## config.mk

```make
export PLATFORM = sky130hd
export DESIGN_NAME = peer_address_table
export DESIGN_NICKNAME = d
export VERILOG_FILES = /design/src/rtl/pat_pkg.sv /design/src/rtl/pat_cell.sv /design/src/rtl/pat_hit_or.sv /design/src/rtl/peer_address_table.sv
export SDC_FILE = /design/constraint.sdc
export NUM_CORES = 2
export LEC_CHECK = 0
export BUFFER_PORTS_ARGS = -buffer_cell sky130_fd_sc_hd__buf_2
export CORE_ASPECT_RATIO = 1.4
export CORE_MARGIN = 4
export CORE_UTILIZATION = 45
export CTS_CLUSTER_DIAMETER = 50
export DETAILED_ROUTE_END_ITERATION = 8
export GPL_TIMING_DRIVEN = 1
export PLACE_DENSITY = 0.6
export RECOVER_POWER = 50
export SLEW_MARGIN = 20
export SYNTH_ARGS = -nofsm -noshare
export SYNTH_HDL_FRONTEND = slang
export SYNTH_SLANG_ARGS = --single-unit
```

## constraint.sdc

```tcl
create_clock -name clk -period 5.45 [get_ports clk]
set_clock_uncertainty 0.1 [all_clocks]
set_input_delay 0.2725 -clock clk [delete_from_list [all_inputs] [get_ports clk]]
set_output_delay 0.2725 -clock clk [all_outputs]
set_load 0.03 [all_outputs]
```

## src/rtl/pat_pkg.sv

```systemverilog
// ----------------------------------------------------------------------------
// pat_pkg
// Shared widths, device type codes and the control bundle that the peer
// address table broadcasts to its row of entry cells.
// ----------------------------------------------------------------------------
`default_nettype none

package pat_pkg;

  localparam int ADDR_W = 48;
  localparam int TYPE_W = 2;
  localparam int SLOT_W = 5;

  localparam logic [TYPE_W-1:0] TYPE_UNKNOWN = 2'd0;
  localparam logic [TYPE_W-1:0] TYPE_SENSOR  = 2'd1;
  localparam logic [TYPE_W-1:0] TYPE_HEATER  = 2'd2;
  localparam logic [TYPE_W-1:0] TYPE_FLOW    = 2'd3;

  localparam logic KIND_LOOKUP   = 1'b0;
  localparam logic KIND_REGISTER = 1'b1;

  // Broadcast to every cell of the row.
  typedef struct packed {
    logic              cmp_en;
    logic              wr_en;
    logic [ADDR_W-1:0] addr;
  } pat_ctrl_t;

endpackage : pat_pkg

`default_nettype wire

```

## src/rtl/pat_cell.sv

```systemverilog
// ----------------------------------------------------------------------------
// pat_cell
// One entry of the peer address table: a valid bit, the stored address and
// a registered compare against the broadcast address. The valid bit is handed
// to the next cell so that the first empty cell takes an append.
// ----------------------------------------------------------------------------
`default_nettype none

module pat_cell
  import pat_pkg::*;
(
  input  wire logic      clk,
  input  wire logic      rst_n,
  input  wire pat_ctrl_t ctrl,
  input  wire logic      prev_valid,
  output logic           valid,
  output logic           match
);

  logic              valid_r;
  logic              valid_nxt;
  logic              match_r;
  logic              match_nxt;
  logic [ADDR_W-1:0] addr_r;
  logic              take;

  // This cell is the head of the free region when its left neighbor is in use.
  assign take = ctrl.wr_en && prev_valid && !valid_r;

  always_comb begin
    valid_nxt = valid_r | take;
    match_nxt = match_r;
    if (ctrl.cmp_en) begin
      match_nxt = valid_r && (addr_r == ctrl.addr);
    end
  end

  always_ff @(posedge clk) begin
    if (!rst_n) begin
      valid_r <= 1'b0;
      match_r <= 1'b0;
    end else begin
      valid_r <= valid_nxt;
      match_r <= match_nxt;
    end
  end

  always_ff @(posedge clk) begin
    if (take) begin
      addr_r <= ctrl.addr;
    end
  end

  assign valid = valid_r;
  assign match = match_r;

endmodule : pat_cell

`default_nettype wire

```

## src/rtl/pat_hit_or.sv

```systemverilog
// ----------------------------------------------------------------------------
// pat_hit_or
// Folds the per-cell match flags into a hit flag and the matching index.
// Stored addresses are unique, so at most one flag is set and an OR tree of
// the gated indices gives that entry's index.
// ----------------------------------------------------------------------------
`default_nettype none

module pat_hit_or
  import pat_pkg::*;
#(
  parameter int DEPTH = 32,
  parameter int IDX_W = 5
) (
  input  wire logic [DEPTH-1:0] match,
  output logic                  hit,
  output logic [IDX_W-1:0]      hit_idx
);

  always_comb begin
    hit_idx = '0;
    for (int i = 0; i < DEPTH; i++) begin
      hit_idx = hit_idx | ({IDX_W{match[i]}} & IDX_W'(i));
    end
    hit = |match;
  end

endmodule : pat_hit_or

`default_nettype wire

```

## src/rtl/peer_address_table.sv

```systemverilog
// ----------------------------------------------------------------------------
// peer_address_table
// Table of up to DEPTH unique 48-bit peer addresses, filled in arrival order,
// with lookup, register-if-absent and tracking of the newest heater and flow
// driver slots.
// ----------------------------------------------------------------------------
// Each item is handled in order: at the transfer edge each cell of the
// row compares its stored address against the incoming one and registers the
// outcome, and in the following cycle the match flags are folded into an
// index, an append is written into the first empty cell, and the result is
// loaded into the output register. A new item is taken only when idle and that
// register is empty or being emptied, so none is taken while the last resolves.
// The table needs no clearing pass: reset clears the per-cell valid bits, and
// the stored addresses are only ever compared in valid cells.
`default_nettype none

module peer_address_table
  import pat_pkg::*;
#(
  parameter int DEPTH = 32
) (
  input  wire logic              clk,
  input  wire logic              rst_n,

  input  wire logic              in_valid,
  output logic                   in_ready,
  input  wire logic              in_kind,
  input  wire logic [ADDR_W-1:0] in_mac_address,
  input  wire logic [TYPE_W-1:0] in_device_type,

  output logic                   out_valid,
  input  wire logic              out_ready,
  output logic                   out_found,
  output logic [SLOT_W-1:0]      out_entry_index,
  output logic                   out_added,
  output logic                   out_table_full,
  output logic [SLOT_W-1:0]      out_heater_slot,
  output logic                   out_heater_known,
  output logic [SLOT_W-1:0]      out_flow_slot,
  output logic                   out_flow_known
);

  localparam int IDX_W = (DEPTH > 1) ? $clog2(DEPTH) : 1;
  localparam int CNT_W = $clog2(DEPTH + 1);
  localparam logic [CNT_W-1:0] CNT_FULL = CNT_W'(DEPTH);

  // Two-state sequencer: waiting for an item, then resolving it.
  localparam logic S_IDLE    = 1'b0;
  localparam logic S_RESOLVE = 1'b1;

  logic              state_r;
  logic              state_nxt;

  // The item held while it is resolved.
  logic              kind_r;
  logic [ADDR_W-1:0] addr_r;
  logic [TYPE_W-1:0] dtype_r;

  logic [CNT_W-1:0]  count_r;
  logic [CNT_W-1:0]  count_nxt;
  logic [IDX_W-1:0]  heater_r;
  logic [IDX_W-1:0]  heater_nxt;
  logic              heater_ok_r;
  logic              heater_ok_nxt;
  logic [IDX_W-1:0]  flow_r;
  logic [IDX_W-1:0]  flow_nxt;
  logic              flow_ok_r;
  logic              flow_ok_nxt;

  logic              out_valid_r;
  logic              out_valid_nxt;
  logic              found_r;
  logic [IDX_W-1:0]  index_r;
  logic              added_r;
  logic              full_r;

  logic              in_xfer;
  logic              resolving;
  logic              table_is_full;
  logic              do_append;
  logic              do_refuse;
  logic [IDX_W-1:0]  append_idx;
  logic [IDX_W-1:0]  result_idx;

  logic [DEPTH-1:0]  cell_valid;
  logic [DEPTH-1:0]  cell_match;
  logic              hit;
  logic [IDX_W-1:0]  hit_idx;
  pat_ctrl_t         ctrl;

  // --------------------------------------------------------------------------
  // Handshake. The output register is empty by the time the resolve cycle
  // loads it, because an item is only taken when it is empty or draining.
  // --------------------------------------------------------------------------
  assign in_ready  = (state_r == S_IDLE) && (!out_valid_r || out_ready);
  assign in_xfer   = in_valid && in_ready;
  assign resolving = (state_r == S_RESOLVE);

  // --------------------------------------------------------------------------
  // Resolve: a hit wins; otherwise a register item appends or is refused.
  // --------------------------------------------------------------------------
  assign table_is_full = (count_r == CNT_FULL);
  assign append_idx    = count_r[IDX_W-1:0];
  assign do_append     = resolving && !hit && (kind_r == KIND_REGISTER) && !table_is_full;
  assign do_refuse     = !hit && (kind_r == KIND_REGISTER) && table_is_full;

  always_comb begin
    result_idx = '0;
    if (hit) begin
      result_idx = hit_idx;
    end else if (do_append) begin
      result_idx = append_idx;
    end
  end

  // During a transfer the cells see the incoming address for the compare;
  // during resolve they see the held address for a possible append.
  always_comb begin
    ctrl.cmp_en = in_xfer;
    ctrl.wr_en  = do_append;
    ctrl.addr   = resolving ? addr_r : in_mac_address;
  end

  always_comb begin
    state_nxt     = state_r;
    count_nxt     = count_r;
    heater_nxt    = heater_r;
    heater_ok_nxt = heater_ok_r;
    flow_nxt      = flow_r;
    flow_ok_nxt   = flow_ok_r;
    out_valid_nxt = out_valid_r;

    if (out_valid_r && out_ready) begin
      out_valid_nxt = 1'b0;
    end

    case (state_r)
      S_IDLE: begin
        if (in_xfer) begin
          state_nxt = S_RESOLVE;
        end
      end
      S_RESOLVE: begin
        state_nxt     = S_IDLE;
        out_valid_nxt = 1'b1;
        if (do_append) begin
          count_nxt = count_r + CNT_W'(1);
          if (dtype_r == TYPE_HEATER) begin
            heater_nxt    = append_idx;
            heater_ok_nxt = 1'b1;
          end else if (dtype_r == TYPE_FLOW) begin
            flow_nxt    = append_idx;
            flow_ok_nxt = 1'b1;
          end
        end
      end
      default: begin
        state_nxt = S_IDLE;
      end
    endcase
  end

  always_ff @(posedge clk) begin
    if (!rst_n) begin
      state_r     <= S_IDLE;
      count_r     <= '0;
      heater_r    <= '0;
      heater_ok_r <= 1'b0;
      flow_r      <= '0;
      flow_ok_r   <= 1'b0;
      out_valid_r <= 1'b0;
    end else begin
      state_r     <= state_nxt;
      count_r     <= count_nxt;
      heater_r    <= heater_nxt;
      heater_ok_r <= heater_ok_nxt;
      flow_r      <= flow_nxt;
      flow_ok_r   <= flow_ok_nxt;
      out_valid_r <= out_valid_nxt;
    end
  end

  // Payload registers carry no reset.
  always_ff @(posedge clk) begin
    if (in_xfer) begin
      kind_r  <= in_kind;
      addr_r  <= in_mac_address;
      dtype_r <= in_device_type;
    end
    if (resolving) begin
      found_r <= hit;
      index_r <= result_idx;
      added_r <= do_append;
      full_r  <= do_refuse;
    end
  end

  // --------------------------------------------------------------------------
  // Row of entry cells. Each cell passes its valid bit to its right neighbor;
  // the leftmost cell always sees an occupied neighbor.
  // --------------------------------------------------------------------------
  for (genvar g = 0; g < DEPTH; g++) begin : g_cell
    logic left_valid;
    if (g == 0) begin : g_head
      assign left_valid = 1'b1;
    end else begin : g_body
      assign left_valid = cell_valid[g-1];
    end

    pat_cell u_cell (
      .clk        (clk),
      .rst_n      (rst_n),
      .ctrl       (ctrl),
      .prev_valid (left_valid),
      .valid      (cell_valid[g]),
      .match      (cell_match[g])
    );
  end

  pat_hit_or #(
    .DEPTH (DEPTH),
    .IDX_W (IDX_W)
  ) u_hit_or (
    .match   (cell_match),
    .hit     (hit),
    .hit_idx (hit_idx)
  );

  // --------------------------------------------------------------------------
  // Outputs. Indices are reported in their low SLOT_W bits; a narrower table
  // index is zero-extended first.
  // --------------------------------------------------------------------------
  logic [IDX_W+SLOT_W-1:0] index_ext;
  logic [IDX_W+SLOT_W-1:0] heater_ext;
  logic [IDX_W+SLOT_W-1:0] flow_ext;

  assign index_ext  = {{SLOT_W{1'b0}}, index_r};
  assign heater_ext = {{SLOT_W{1'b0}}, heater_r};
  assign flow_ext   = {{SLOT_W{1'b0}}, flow_r};

  assign out_valid        = out_valid_r;
  assign out_found        = found_r;
  assign out_entry_index  = index_ext[SLOT_W-1:0];
  assign out_added        = added_r;
  assign out_table_full   = full_r;
  assign out_heater_slot  = heater_ext[SLOT_W-1:0];
  assign out_heater_known = heater_ok_r;
  assign out_flow_slot    = flow_ext[SLOT_W-1:0];
  assign out_flow_known   = flow_ok_r;

endmodule : peer_address_table

`default_nettype wire
```

Word-level counts from Yosys, hierarchy flattened. Cells that the tools add are included. W data, S select, Z words.

$add $sub $neg: 1. Multiply operators: 0. Div/mod/pow operators: 0. Order comparisons: 0. Eq/ne operators: 35. Shifts and indexed selects: 0. Mux-type cells: 7. Bitwise logic cells: 64. Reductions and logical operators: 144.

Operators with widths (count): $eq A48 B48 Y1 (32); $logic_and A1 B1 Y1 (103); $or A5 B5 Y5 (16); $mux W48 (1); $or A5 B4 Y5 (8); $logic_not A1 Y1 (35); $or A1 B1 Y1 (32); $reduce_or A32 Y1 (1); $or A5 B3 Y5 (4); $mux W5 (2); $add A6 B1 Y6 const B (1); $eq A6 B6 Y1 const B (1); $or A5 B2 Y5 (1); $eq A2 B2 Y1 const B (2); $reduce_and A4 Y1 (1); $mux W1 (3); $reduce_and A3 Y1 (1); $not A1 Y1 (2); $or A1 B2 Y2 (1); $pmux W1 S2 (1); $reduce_and A2 Y1 (1); $reduce_bool A2 Y1 (1); $logic_or A1 B1 Y1 (1).

Bits in registers: 1679. Latch bits: 0. RAM bits: 0. Bits in read-only memories: 0. Word-level logic and storage cells: 361. Memories: 0.

Depth between registers and ports, before layout.
Depth after elaboration: 31. Depth in mapped cells: 10.

Modules after synthesis. From an unflattened synthesis, not the netlist that was laid out.

Cell total of the unflattened synthesis: 4109. Area total of the unflattened synthesis: 68837.3 µm².

Modules (own cells, without submodules): pat_cell (instances 32, cells an instance 121, area an instance 2043.2 µm²); peer_address_table (instances 1, cells an instance 210, area an instance 3285.7 µm²); pat_hit_or (instances 1, cells an instance 27, area an instance 168.9 µm²).

Least setup slack after synthesis. OpenSTA, ideal clock, no wires.

Path type: register to register. Start point: reg state_r (netlist: resolving). End point: reg g_cell[19].u_cell.addr_r[0] (enable). Library setup time: 0.454 ns. Arrival time: 3.812 ns. Required time: 4.896 ns. Path slack: 1.085 ns. Stages on the path, launching flop included: 8. Path through: dfxtp_1 buf_6 buf_6 o311ai_1 nor4_4 clkbuf_1 nand2_1 nor2_1.

Word-level cells in the longest chain between the ends: 5.

RTL lines: start, declared (RTL line peer_address_table.sv:51) `logic state_r;`; start signal, assigned (RTL line peer_address_table.sv:173) `state_r <= state_nxt;`; $logic_and A1 B1 Y1 (3 in series) (RTL line peer_address_table.sv:104) `assign do_append = resolving && !hit && (kind_r == KIND_REGISTER) && !table_is_full;`; $logic_and A1 B1 Y1 (2 in series) (RTL line pat_cell.sv:28) `assign take = ctrl.wr_en && prev_valid && !valid_r;`; via g_cell[19].u_cell.take (RTL line pat_cell.sv:25) `logic take;`; end signal, assigned (RTL line pat_cell.sv:50) `addr_r <= ctrl.addr;`; end, declared (RTL line pat_cell.sv:24) `logic [ADDR_W-1:0] addr_r;`.

The timed path passes the listed nets, and every way through them passes these cells. A chain may end at the register's enable or synchronous reset.

==> reports/results.ini <==
[layout]
design_area_mm2 = 0.0797
area_growth_pct = 13.4
fin_nets = 4713
drive_above_1_share = 0.102
final-seq-area_mm2 = 0.0496
final_common_cell = edfxtp_1
multi_input_area_mm2 = 0.0192
nFillCells = 12700
mostFrequentLayoutCells = edfxtp_1 (1,595), xnor2_1 (1,034), xor2_1 (507), nor4_1 (293)

[critical_path]
cp_top_family = buffers and inverters
cp-start-kind = register
worst-path-stages = 4
slowest_stage = clkbuf_2
critical_path_class = reg -> reg
cp_max_fo = 30
cp.arrival_ns = 5.43
path_buf_inv = 3
path_cells = mux2i_1 > clkbuf_2 > clkinv_1 > buf_4
worstPathRequired_ns = 5.82
cp_slowest_stage_delay_ns = 1.38
rr_worst_depth = 4
endpoint_kind = register

[routing]
wl_per_cell_um = 33.3
via_per_inst = 5.77
wl_mm = 228
drc = 0
dr.pass1.iters = 8
drt_iter0_drc = 4477
vias = 39600
drtAntennaViolNets = 0

[yosys]
syn_inst = 4278
avgSynthCellArea_um2 = 16.4
ys_ff_latch = 1679
ys_warn_count = 0
async_flop_share = 0
synth-edff-count = 1595
synth_nets = 4335
syn-cell-area_mm2 = 0.0703
synthFlopType = edfxtp_1
synth.distinct_cells = 37
seq_area_frac_synth = 0.705

[sta]
slew_headroom = -0.970
hold_slack_ns = 0.0931
setup_viol = 0
finalSetupTns_ns = 0
fmax_mhz = 198
rsz0062_at_grt = no
fin_crit_ns = 5.06
final_max_slew_viol_count = 874
tightestPinTransition_ns = 2.95
hold_viol = 0
finalCritPeriodShare = 0.929

[clock_tree]
cts_buffers = 162
clockBufferDepth = 3
worstSkewPairLatency_ns = 0.81
root_buffer = clkbuf_16
cts-resized-gates = 0
clk_pin_slew_worst_paths_ns = 0.06
post-cts-setup-buffers = 0
cts_tree = built
cts.sink_count = 1679
htreeDepth = 4

[place]
dpl_cell_area_mm2 = 0.0748
port-buffer-count = 76
hpwlAfterDp_mm = 140
gp_congestion = 0.903

[run_status]
outcome = complete, but fails checks
violations = capacitance limit, slew limit

[global_route]
grt_pass1_vias = 39000
grt_first_pass_wirelength_mm = 312
grtUsageTotal = 0.279
antenna_found_initial = 16
gr-total-overflow = 0
grt_start_max_net_pins = 54

[floorplan]
die_h_um = 476
start_util = 0.453
pin_count = 77
die-area_mm2 = 0.163
core_area_mm2 = 0.155
rows = 171
die_x_um = 342

[min_path]
holdPathStages = 2
hp-class = in -> reg

[power]
p_leak_nw = 24.6
power.density_mw_per_mm2 = 355
ir_worst_vdd_uv = 347

[job]
maxCapViolCount = 43

path summary, 6_finish.rpt:
| path | startpoint | end | slack [ns] |
|---|---|---|---|
| setup / recovery | resolving | g_cell[23].u_cell.addr_r[20] | 0.39 |
| hold reg to reg | out_heater_known | out_heater_known | 0.37 |
| setup reg to reg | resolving | g_cell[23].u_cell.addr_r[20] | 0.39 |
| hold / removal | in_kind | kind_r | 0.09 |
sequential cells by signal, indices dropped and copies added (netlist names):
name and flops:
out_added 1, g_cell.u_cell.match 32, out_flow_known 1, g_cell.u_cell.valid 32, out_entry_index 5, addr_r 48
count_r 6, out_found 1, out_heater_slot 5, g_cell.u_cell.addr_r 1536, out_table_full 1, out_heater_known 1
out_flow_slot 5, dtype_r 2, out_valid 1, kind_r 1, resolving 1
Yosys cell counts (3+ instances only):
master / number / share of area
clkbuf_1: 19 / 0.0010
buf_4: 66 / 0.0070
edfxtp_1: 1595 / 0.68
nor2_1: 33 / 0.0018
xnor2_1: 1034 / 0.13
buf_2: 53 / 0.0038
inv_1: 52 / 0.0028
nand2_1: 48 / 0.0026
and2_1: 6 / 0.00053
buf_6: 32 / 0.0051
a32o_1: 8 / 0.0011
a21o_1: 5 / 0.00053
dfxtp_1: 84 / 0.024
nor4_1: 299 / 0.027
mux2i_4: 47 / 0.015
xor2_1: 507 / 0.063
a21oi_1: 32 / 0.0023
nor2b_1: 46 / 0.0041
nand3_1: 55 / 0.0039
mux2i_1: 11 / 0.0016
nor3_1: 37 / 0.0026
and3_1: 3 / 0.00027
a22o_1: 21 / 0.0026
nand4_1: 166 / 0.015
metrics by stage:
stage / utilization / cells / power [mW] / setup WS, ns
after floorplan: - / 4278 / 16.1 / 1.08
after global placement: 0.482 / 6510 / 17.4 / 0.153
after detailed placement: 0.482 / 6514 / 17.4 / 0.872
after CTS: 0.519 / 6860 / 28.5 / 0.878
after global routing: 0.514 / 6862 / 29.0 / 0.384
final: 0.514 / 6866 / 28.3 / 0.389
where the power goes:
part	switching (mW)	internal (mW)	total [mW]
Sequential	0.0256	14.3	14.3
Combinational	2.02	0.783	2.80
Clock	4.83	6.33	11.2
cells by family (layout without fill, tap and decap cells):
kind of cell / after synthesis / count (layout) / share of synthesized area
multiplexers: 59 / 59 / 0.0168
AND/OR/NAND/NOR: 701 / 701 / 0.0584
other: 0 / 6 / 0
XOR/XNOR: 1541 / 1541 / 0.192
buffers and inverters: 225 / 731 / 0.0201
AO/OA/AOI/OAI: 71 / 71 / 0.00714
adder cells (fa/ha/maj): 2 / 2 / 0.000356
flip-flops: 1679 / 1679 / 0.705
repair_timing:
item / CTS / global route
hold buffers: 54 / 0
endpoints found under the hold margin: 58 / 0
endpoints found under the setup margin: 0 / 0
layout make-up:
class	count	area share
Sequential cell	1679	0.622
Multi-Input combinational cell	2374	0.241
Clock buffer	213	0.0554
Timing Repair Buffer	387	0.0372
Tap cell	2076	0.0326
Clock inverter	79	0.00951
Inverter	52	0.00245
Antenna cell	6	0.000188
per-layer routing:
layer / track usage / share of wire / wire length [µm]
met1: 0.344 / 0.37 / 84600
met2: 0.490 / 0.51 / 115000
met3: 0.0452 / 0.075 / 17100
met4: 0.118 / 0.050 / 11400
met5: 0 / 0.000035 / 8
(Power assumes the default switching activity.)
